===== src/sv/bda_pkg.sv =====
// shared types, codes and defaults for the banker's deadlock avoidance unit
`timescale 1ns / 1ps
package bda_pkg;

    localparam int DEF_CUSTOMERS   = 5;
    localparam int DEF_RESOURCES   = 5;
    localparam int DEF_AMOUNT_BITS = 8;

    localparam int OP_W        = 3;
    localparam int CUST_W      = 3;
    localparam int IN_AMOUNT_W = 8;
    localparam int STATUS_W    = 3;
    localparam int IN_LANES    = 5;

    localparam logic [OP_W-1:0] OP_LOAD_AVAIL = 3'd0;
    localparam logic [OP_W-1:0] OP_LOAD_MAX   = 3'd1;
    localparam logic [OP_W-1:0] OP_LOAD_ALLOC = 3'd2;
    localparam logic [OP_W-1:0] OP_REQUEST    = 3'd3;
    localparam logic [OP_W-1:0] OP_RELEASE    = 3'd4;

    localparam logic [STATUS_W-1:0] ST_OK          = 3'd0;
    localparam logic [STATUS_W-1:0] ST_OVER_NEED   = 3'd1;
    localparam logic [STATUS_W-1:0] ST_WAIT        = 3'd2;
    localparam logic [STATUS_W-1:0] ST_UNSAFE      = 3'd3;
    localparam logic [STATUS_W-1:0] ST_BAD_RELEASE = 3'd4;

    typedef enum logic [2:0] {
        S_IDLE,
        S_APPLY,
        S_CHECK_INIT,
        S_CHECK,
        S_ROLLBACK,
        S_DONE
    } seq_state_t;

endpackage


===== src/sv/bda_req_if.sv =====
// request channel: operation, customer and one amount per resource
`timescale 1ns / 1ps
interface bda_req_if;
    import bda_pkg::*;

    logic                   valid;
    logic                   ready;
    logic [OP_W-1:0]        operation;
    logic [CUST_W-1:0]      customer;
    logic [IN_AMOUNT_W-1:0] amount_0;
    logic [IN_AMOUNT_W-1:0] amount_1;
    logic [IN_AMOUNT_W-1:0] amount_2;
    logic [IN_AMOUNT_W-1:0] amount_3;
    logic [IN_AMOUNT_W-1:0] amount_4;

    modport source (output valid, operation, customer, amount_0, amount_1, amount_2,
                    amount_3, amount_4, input ready);
    modport sink (input valid, operation, customer, amount_0, amount_1, amount_2,
                  amount_3, amount_4, output ready);
endinterface


===== src/sv/bda_rsp_if.sv =====
// response channel: status, safety flag and all-finished flag
`timescale 1ns / 1ps
interface bda_rsp_if;
    import bda_pkg::*;

    logic                valid;
    logic                ready;
    logic [STATUS_W-1:0] status;
    logic                safe;
    logic                all_finished;

    modport source (output valid, status, safe, all_finished, input ready);
    modport sink (input valid, status, safe, all_finished, output ready);
endinterface


===== src/sv/bankers_deadlock_avoidance.sv =====
// banker's algorithm unit: state tables, request checks and iterative safety scan
// a request is captured in idle, applied, safety-scanned, then registered for response;
//   a request that is rolled back runs the safety scan twice
// one request at a time: the next is taken only back in idle, once the last outcome is loaded; the scan visits
//   one customer row per cycle for CUSTOMERS passes through a shared compare/add unit
// reset: asynchronous, active low; available, allocation and need tables all clear
`timescale 1ns / 1ps
module bankers_deadlock_avoidance #(
    parameter int CUSTOMERS   = bda_pkg::DEF_CUSTOMERS,
    parameter int RESOURCES   = bda_pkg::DEF_RESOURCES,
    parameter int AMOUNT_BITS = bda_pkg::DEF_AMOUNT_BITS
) (
    input  logic clk,
    input  logic rst_n,
    bda_req_if.sink   req,
    bda_rsp_if.source rsp
);
    import bda_pkg::*;

    // row index width, and work width wide enough for available plus every allocation
    localparam int CIW = (CUSTOMERS > 1) ? $clog2(CUSTOMERS) : 1;
    localparam int AB  = AMOUNT_BITS;
    localparam int WW  = AMOUNT_BITS + $clog2(CUSTOMERS + 1);

    typedef logic [RESOURCES-1:0][AB-1:0] amt_row_t;
    typedef logic [RESOURCES-1:0][WW-1:0] work_row_t;

    // state tables, one row per customer
    amt_row_t avail_reg;
    amt_row_t alloc_reg [CUSTOMERS];
    amt_row_t need_reg  [CUSTOMERS];

    // captured request
    logic [OP_W-1:0]   op_reg;
    logic [CUST_W-1:0] cust_reg;
    amt_row_t          amt_reg;

    // sequencer and safety scan
    seq_state_t          state_reg, state_next;
    logic [CIW-1:0]      row_reg;
    logic [CIW-1:0]      pass_reg;
    logic [CUSTOMERS-1:0] done_reg;
    work_row_t           work_reg;
    logic                zero_reg;
    logic                granted_reg;   // request tentatively granted, may need undo
    logic [STATUS_W-1:0] status_reg;

    // response register
    logic                rsp_valid_reg;
    logic [STATUS_W-1:0] rsp_status_reg;
    logic                rsp_safe_reg;
    logic                rsp_fin_reg;

    // input amounts, masked to the amount width
    logic [IN_AMOUNT_W-1:0] in_amt [IN_LANES];
    amt_row_t               in_row;
    logic [15:0]            ext16 [RESOURCES];

    always_comb
    begin
        in_amt[0] = req.amount_0;
        in_amt[1] = req.amount_1;
        in_amt[2] = req.amount_2;
        in_amt[3] = req.amount_3;
        in_amt[4] = req.amount_4;
        for (int r = 0; r < RESOURCES; r++)
        begin
            ext16[r]  = 16'(in_amt[r]);
            in_row[r] = ext16[r][AB-1:0];
        end
    end

    // row addressed by the scan or by the captured customer
    logic [7:0]     cust_ext;
    logic [CIW-1:0] cust_idx;
    logic [CIW-1:0] rd_idx;
    logic           cust_ok;
    amt_row_t       alloc_row, need_row;

    assign cust_ext  = 8'(cust_reg);
    assign cust_idx  = cust_ext[CIW-1:0];
    assign cust_ok   = 32'(cust_reg) < CUSTOMERS;
    assign rd_idx    = (state_reg == S_CHECK) ? row_reg : cust_idx;
    assign alloc_row = alloc_reg[rd_idx];
    assign need_row  = need_reg[rd_idx];

    // per-resource checks of the captured vector against the customer's row
    logic        over_need, over_avail, bad_release;
    logic [AB:0] rel_sum [RESOURCES];

    always_comb
    begin
        over_need   = 1'b0;
        over_avail  = 1'b0;
        bad_release = 1'b0;
        for (int r = 0; r < RESOURCES; r++)
        begin
            rel_sum[r] = {1'b0, avail_reg[r]} + {1'b0, amt_reg[r]};
            if (amt_reg[r] > need_row[r])
                over_need = 1'b1;
            if (amt_reg[r] > avail_reg[r])
                over_avail = 1'b1;
            if (amt_reg[r] > alloc_row[r] || rel_sum[r][AB])
                bad_release = 1'b1;
        end
    end

    // shared scan unit: does the row's need fit in work, and work plus allocation
    logic      row_fits;
    logic      row_zero;
    work_row_t work_sum;

    always_comb
    begin
        row_fits = 1'b1;
        row_zero = 1'b1;
        for (int r = 0; r < RESOURCES; r++)
        begin
            if (WW'(need_row[r]) > work_reg[r])
                row_fits = 1'b0;
            if (need_row[r] != '0)
                row_zero = 1'b0;
            work_sum[r] = work_reg[r] + WW'(alloc_row[r]);
        end
    end

    logic scan_last;
    logic rsp_free;
    logic all_done;

    assign scan_last = (row_reg == CIW'(CUSTOMERS - 1)) && (pass_reg == CIW'(CUSTOMERS - 1));
    assign rsp_free  = !rsp_valid_reg || rsp.ready;
    assign all_done  = &done_reg;

    // sequencer
    always_ff @(posedge clk or negedge rst_n)
    begin
        if (!rst_n)
            state_reg <= S_IDLE;
        else
            state_reg <= state_next;
    end

    always_comb
    begin
        state_next = state_reg;
        req.ready  = 1'b0;
        unique case (state_reg)
            S_IDLE:
            begin
                req.ready = 1'b1;
                if (req.valid)
                    state_next = S_APPLY;
            end
            S_APPLY:      state_next = S_CHECK_INIT;
            S_CHECK_INIT: state_next = S_CHECK;
            S_CHECK:
            begin
                if (scan_last)
                    state_next = S_DONE;
            end
            S_ROLLBACK:   state_next = S_CHECK_INIT;
            S_DONE:
            begin
                // an unsafe grant is undone and the scan runs again
                if (granted_reg && !all_done)
                    state_next = S_ROLLBACK;
                else if (rsp_free)
                    state_next = S_IDLE;
            end
            default:      state_next = S_IDLE;
        endcase
    end

    // tables and scan datapath
    always_ff @(posedge clk or negedge rst_n)
    begin
        if (!rst_n)
        begin
            avail_reg   <= '0;
            for (int c = 0; c < CUSTOMERS; c++)
            begin
                alloc_reg[c] <= '0;
                need_reg[c]  <= '0;
            end
            granted_reg <= 1'b0;
            done_reg    <= '0;
            row_reg     <= '0;
            pass_reg    <= '0;
            zero_reg    <= 1'b1;
            status_reg  <= ST_OK;
        end
        else
        begin
            unique case (state_reg)
                S_IDLE:
                begin
                    granted_reg <= 1'b0;
                    status_reg  <= ST_OK;
                end
                S_APPLY:
                begin
                    if (op_reg == OP_LOAD_AVAIL)
                        avail_reg <= amt_reg;
                    else if (cust_ok)
                    begin
                        unique case (op_reg)
                            OP_LOAD_MAX:
                            begin
                                need_reg[cust_idx]  <= amt_reg;
                                alloc_reg[cust_idx] <= '0;
                            end
                            OP_LOAD_ALLOC:
                            begin
                                if (over_need)
                                    status_reg <= ST_OVER_NEED;
                                else
                                    for (int r = 0; r < RESOURCES; r++)
                                    begin
                                        alloc_reg[cust_idx][r] <= alloc_row[r] + amt_reg[r];
                                        need_reg[cust_idx][r]  <= need_row[r] - amt_reg[r];
                                    end
                            end
                            OP_REQUEST:
                            begin
                                if (over_need)
                                    status_reg <= ST_OVER_NEED;
                                else if (over_avail)
                                    status_reg <= ST_WAIT;
                                else
                                begin
                                    granted_reg <= 1'b1;
                                    for (int r = 0; r < RESOURCES; r++)
                                    begin
                                        avail_reg[r]           <= avail_reg[r] - amt_reg[r];
                                        alloc_reg[cust_idx][r] <= alloc_row[r] + amt_reg[r];
                                        need_reg[cust_idx][r]  <= need_row[r] - amt_reg[r];
                                    end
                                end
                            end
                            OP_RELEASE:
                            begin
                                if (bad_release)
                                    status_reg <= ST_BAD_RELEASE;
                                else
                                    for (int r = 0; r < RESOURCES; r++)
                                    begin
                                        alloc_reg[cust_idx][r] <= alloc_row[r] - amt_reg[r];
                                        avail_reg[r]           <= rel_sum[r][AB-1:0];
                                    end
                            end
                            default:
                            begin
                                // query and unused codes change nothing
                            end
                        endcase
                    end
                end
                S_CHECK_INIT:
                begin
                    done_reg <= '0;
                    row_reg  <= '0;
                    pass_reg <= '0;
                    zero_reg <= 1'b1;
                end
                S_CHECK:
                begin
                    if (pass_reg == '0 && !row_zero)
                        zero_reg <= 1'b0;
                    if (!done_reg[row_reg] && row_fits)
                        done_reg[row_reg] <= 1'b1;
                    if (row_reg == CIW'(CUSTOMERS - 1))
                    begin
                        row_reg  <= '0;
                        pass_reg <= CIW'(pass_reg + 1'b1);
                    end
                    else
                        row_reg <= CIW'(row_reg + 1'b1);
                end
                S_ROLLBACK:
                begin
                    granted_reg <= 1'b0;
                    status_reg  <= ST_UNSAFE;
                    for (int r = 0; r < RESOURCES; r++)
                    begin
                        avail_reg[r]           <= avail_reg[r] + amt_reg[r];
                        alloc_reg[cust_idx][r] <= alloc_row[r] - amt_reg[r];
                        need_reg[cust_idx][r]  <= need_row[r] + amt_reg[r];
                    end
                end
                S_DONE:
                begin
                end
                default:
                begin
                end
            endcase
        end
    end

    // work vector: starts from available, grows as customers finish
    always_ff @(posedge clk)
    begin
        if (state_reg == S_CHECK_INIT)
        begin
            for (int r = 0; r < RESOURCES; r++)
                work_reg[r] <= WW'(avail_reg[r]);
        end
        else if (state_reg == S_CHECK && !done_reg[row_reg] && row_fits)
            work_reg <= work_sum;
    end

    // request capture
    always_ff @(posedge clk)
    begin
        if (req.valid && req.ready)
        begin
            op_reg   <= req.operation;
            cust_reg <= req.customer;
            amt_reg  <= in_row;
        end
    end

    // response register, parts the scan from the consumer
    logic rsp_load;

    assign rsp_load = (state_reg == S_DONE) && !(granted_reg && !all_done) && rsp_free;

    always_ff @(posedge clk or negedge rst_n)
    begin
        if (!rst_n)
            rsp_valid_reg <= 1'b0;
        else if (rsp_load)
            rsp_valid_reg <= 1'b1;
        else if (rsp.ready)
            rsp_valid_reg <= 1'b0;
    end

    always_ff @(posedge clk)
    begin
        if (rsp_load)
        begin
            rsp_status_reg <= status_reg;
            rsp_safe_reg   <= all_done;
            rsp_fin_reg    <= zero_reg;
        end
    end

    assign rsp.valid        = rsp_valid_reg;
    assign rsp.status       = rsp_status_reg;
    assign rsp.safe         = rsp_safe_reg;
    assign rsp.all_finished = rsp_fin_reg;

endmodule


===== src/flat_wrapper.sv =====
// flat-port wrapper written by rule: the top's interface ports become plain ports
module bankers_deadlock_avoidance_flat import bda_pkg::*;
#(
    parameter int CUSTOMERS   = bda_pkg::DEF_CUSTOMERS,
    parameter int RESOURCES   = bda_pkg::DEF_RESOURCES,
    parameter int AMOUNT_BITS = bda_pkg::DEF_AMOUNT_BITS
)
  (clk, rst_n, req_valid, req_operation, req_customer, req_amount_0, req_amount_1, req_amount_2, req_amount_3, req_amount_4, req_ready, rsp_valid, rsp_status, rsp_safe, rsp_all_finished, rsp_ready);
  bda_req_if req_i ();
  bda_rsp_if rsp_i ();
  input  logic clk;
  input  logic rst_n;
  input wire logic [$bits(req_i.valid)-1:0] req_valid;
  input wire logic [$bits(req_i.operation)-1:0] req_operation;
  input wire logic [$bits(req_i.customer)-1:0] req_customer;
  input wire logic [$bits(req_i.amount_0)-1:0] req_amount_0;
  input wire logic [$bits(req_i.amount_1)-1:0] req_amount_1;
  input wire logic [$bits(req_i.amount_2)-1:0] req_amount_2;
  input wire logic [$bits(req_i.amount_3)-1:0] req_amount_3;
  input wire logic [$bits(req_i.amount_4)-1:0] req_amount_4;
  output wire logic [$bits(req_i.ready)-1:0] req_ready;
  output wire logic [$bits(rsp_i.valid)-1:0] rsp_valid;
  output wire logic [$bits(rsp_i.status)-1:0] rsp_status;
  output wire logic [$bits(rsp_i.safe)-1:0] rsp_safe;
  output wire logic [$bits(rsp_i.all_finished)-1:0] rsp_all_finished;
  input wire logic [$bits(rsp_i.ready)-1:0] rsp_ready;
  assign req_i.valid = req_valid;
  assign req_i.operation = req_operation;
  assign req_i.customer = req_customer;
  assign req_i.amount_0 = req_amount_0;
  assign req_i.amount_1 = req_amount_1;
  assign req_i.amount_2 = req_amount_2;
  assign req_i.amount_3 = req_amount_3;
  assign req_i.amount_4 = req_amount_4;
  assign req_ready = req_i.ready;
  assign rsp_valid = rsp_i.valid;
  assign rsp_status = rsp_i.status;
  assign rsp_safe = rsp_i.safe;
  assign rsp_all_finished = rsp_i.all_finished;
  assign rsp_i.ready = rsp_ready;
  bankers_deadlock_avoidance #(.CUSTOMERS(CUSTOMERS), .RESOURCES(RESOURCES), .AMOUNT_BITS(AMOUNT_BITS)) u_core (.clk(clk), .rst_n(rst_n), .req(req_i), .rsp(rsp_i));
endmodule

===== config.mk =====
export PLATFORM = sky130hd
export DESIGN_NAME = bankers_deadlock_avoidance_flat
export DESIGN_NICKNAME = d
export VERILOG_FILES = /design/src/sv/bda_pkg.sv /design/src/sv/bda_req_if.sv /design/src/sv/bda_rsp_if.sv /design/src/sv/bankers_deadlock_avoidance.sv /design/src/flat_wrapper.sv
export SDC_FILE = /design/constraint.sdc
export NUM_CORES = 2
export LEC_CHECK = 0
export ABC_AREA = 0
export CAP_MARGIN = 20
export CORE_ASPECT_RATIO = 1.2
export CORE_MARGIN = 8
export CORE_UTILIZATION = 43
export DETAILED_ROUTE_END_ITERATION = 6
export DONT_BUFFER_PORTS = 1
export PLACE_DENSITY = 0.6
export SLEW_MARGIN = 20
export SYNTH_ARGS = -nofsm -noshare
export SYNTH_HDL_FRONTEND = slang
export SYNTH_SLANG_ARGS = --single-unit

===== constraint.sdc =====
create_clock -name clk -period 7.4 [get_ports clk]
set_clock_uncertainty 0.05 [all_clocks]
set_input_delay 0.74 -clock clk [delete_from_list [all_inputs] [get_ports clk]]
set_output_delay 0.74 -clock clk [all_outputs]
set_load 0.01 [all_outputs]

==> impl_metrics.env <==
export IMPL_die_w_um=287
export IMPL_io_pins=57
export IMPL_cp_max_fo=41
export IMPL_firstDrtPassIters=5
export IMPL_clkLatencyLatePin_ps=630
export IMPL_hold_viol_final=323
export IMPL_syn_inst=3820
export IMPL_drv_cap=0
export IMPL_remaining_drc_errors=0
export IMPL_max_slew_worst_pin_slew_ps=1310
export IMPL_grt_max_degree=461
export IMPL_dieHeight_um=341
export IMPL_initial_utilization_pct=43.2
export IMPL_multiInputGateArea_mm2=0.0217
export IMPL_violations="hold timing"
export IMPL_tritoncts="done"
export IMPL_gp_congestion=0.944
export IMPL_grt_first_pass_wirelength_mm=184
export IMPL_use_met2_pct=39.5
export IMPL_end_kind="register"
export IMPL_clock_sinks=566
export IMPL_busiest_layer="met2"
export IMPL_worstHoldPathType="input port to asynchronous set/reset pin"
export IMPL_seq_area_mm2=0.0145
export IMPL_avgSynthCellArea_um2=9.89
export IMPL_synth_edff_count=91
export IMPL_crit_start="u_core.state_reg[0]$_DFFE_PN0P_"
export IMPL_cts_setup_buffers=0
export IMPL_hold_ws_ps=-223
export IMPL_die_area_mm2=0.0977
export IMPL_dpl_hpwl_mm=88.4
export IMPL_synth_cell_type_count=78
export IMPL_reg2reg_depth=17
export IMPL_nFillCells=8089
export IMPL_period_needed_ps=6880
export IMPL_fmax_ghz=0.145
export IMPL_portBuffers=0
export IMPL_grt_setup_unrepaired="false"
export IMPL_ant_nets=0
export IMPL_grt_pass1_vias=30115
export IMPL_criticalPathCategory="register to register"
export IMPL_r2r_setup_slack_ps=520
export IMPL_numCtsBuffers=66
export IMPL_cts_max_level=3
export IMPL_critPathTopFamily="compound AO/OA/AOI/OAI gates"
export IMPL_stdcell_count=4978
export IMPL_core_area_mm2=0.0874
export IMPL_gr_usage_met1_pct=31.1
export IMPL_path_clk_slew_ps=60
export IMPL_grt_usage_pct=24.2
export IMPL_synthArstFlopShare_pct=81.3
export IMPL_final_setup_viol_count=0
export IMPL_fin_tns_setup_ps=0
export IMPL_vias=30332
export IMPL_crit_buf_inv=3
export IMPL_wire_per_inst_um=24.3
export IMPL_final_core_util_pct=47.7
export IMPL_met3_usage_pct=3.81
export IMPL_via_per_inst=6.09
export IMPL_final_max_slew_viol_count=0
export IMPL_irDropWorstVdd_mv=0.438
export IMPL_ys_seq_area_share_pct=38.5
export IMPL_synth_seq_cells=566
export IMPL_path_cells="nand3b_1 > mux2i_4 > nor2b_4 > buf_4 > a21oi_1 > o21ai_0 > inv_1 > fa_1 > o21ai_0 > a21oi_1 > a211o_1 > a2111o_1 > a211o_1 > a31o_2 > nor2_4 > buf_4 > mux2_2"
export IMPL_antenna_found_initial=2
export IMPL_cts_root_buf="clkbuf_16"
export IMPL_area_growth_pct=10.3
export IMPL_relSlewSlack_pct=12.6
export IMPL_period_share_pct=92.9
export IMPL_critical_path_slowest_cell="nor2b_4"
export IMPL_required_ps=7850
export IMPL_setup_slack_ps=522
export IMPL_dp_cells=4855
export IMPL_cts_resized=0
export IMPL_layout_commonest_cell="a21oi_1"
export IMPL_grt_ovfl_total=0
export IMPL_leakagePower_uw=0.0187
export IMPL_cpPeakStageDelay_ps=680
export IMPL_synthesis_nets=4221
export IMPL_first_iter_violations=2810
export IMPL_ys_warn_count=0
export IMPL_status="finished with violations"
export IMPL_synth_ff_type="dfrtp_1"
export IMPL_p_per_area_mw_per_mm2=319
export IMPL_cts_buffer_depth=3
export IMPL_r2r_start="u_core.state_reg[0]$_DFFE_PN0P_"
export IMPL_startpoint_type="register"
export IMPL_layout_common_cells="a21oi_1 (463), dfrtp_1 (459), ha_1 (316), mux2_2 (276), nand2_1 (255)"
export IMPL_reg2reg_to="u_core.alloc_reg[72]$_DFFE_PN0P_"
export IMPL_rows=119
export IMPL_drive_gt1_share_pct=14.9
export IMPL_routed_wl_mm=121
export IMPL_synth_area_mm2=0.0378
export IMPL_worstPathArrival_ps=7330
export IMPL_nNetsFinal=4175
export IMPL_post_place_ws_ps=584
==> logic make-up after synthesis <==
group | share of synthesized area (%)
xor+xnor | 2.66
mux | 12.7
flops | 38.5
compound gates | 19.7
simple gates | 9.53
buf+inv | 4.60
fa+ha+maj | 12.3
==> report_power, final <==
part	internal [uW]	switching, uW
combinational	2180	3390
clock	2050	1390
sequential	3860	447
==> how the worst max path moves through the flow <==
stage	slack (ps)	endpoint	depth (start not counted)
after detailed placement	580	u_core.alloc_reg[47]$_DFFE_PN0P_	17
after floorplan	1600	u_core.work_reg[0]$_DFFE_PP_	17
after CTS	570	u_core.alloc_reg[47]$_DFFE_PN0P_	17
after global routing	230	u_core.alloc_reg[79]$_DFFE_PN0P_	17
after global placement	680	u_core.alloc_reg[42]$_DFFE_PN0P_	17
final	520	u_core.alloc_reg[72]$_DFFE_PN0P_	17
==> through the flow <==
step | hold slack [ps] | instance area (um2) | power, uW
final | -223 | 41700 | 13300
after global routing | -247 | 41700 | 14100
after CTS | -237 | 41700 | 13300
after detailed placement | 397 | 39400 | 9850
after global placement | 399 | 39400 | 9780
after floorplan | 369 | 37800 | 8060
==> cells in the mapped netlist, drive strengths merged, types with 62 or more instances <==
library cell	n	area, um2
nand2	258	968
o21ai	248	1240
xnor2	73	639
o32a	62	621
dfrtp	459	11500
nor2b	63	394
a21oi	465	2330
nor2	238	906
mux2	288	3240
clkbuf	131	492
ha	316	3950
inv	221	830
buf	74	413
edfxtp	91	2730
nor3	63	315
==> per-layer routing <==
layer | vias up | part of all wire, %
met5 | - | 0
met4 | 0 | 5.3
met2 | 1026 | 47
li1 | 13869 | -
met3 | 272 | 6.1
met1 | 15165 | 42
==> area by class of cell <==
class / instances / share of cell area, %
multi-input cells: 2827 / 52.1
inverters: 222 / 2.00
well taps: 1149 / 3.45
diodes: 2 / 0.0120
repair buffers: 91 / 2.05
clock buffers: 99 / 4.96
flip-flops and latches: 566 / 34.9
clock inverters: 22 / 0.504
==> worst reg2reg max path, cell delays in order, from the launching register on <==
cell	delay (ps)
dfrtp_1	580
nand3b_1	410
mux2i_4	460
nor2b_4	680
buf_4	310
a21oi_1	90
o21ai_0	280
inv_1	190
fa_1	440
o21ai_0	220
a21oi_1	180
a211o_1	330
a2111o_1	460
a211o_1	360
a31o_2	610
nor2_4	510
buf_4	270
mux2_2	350
(Power assumes the default switching activity.)
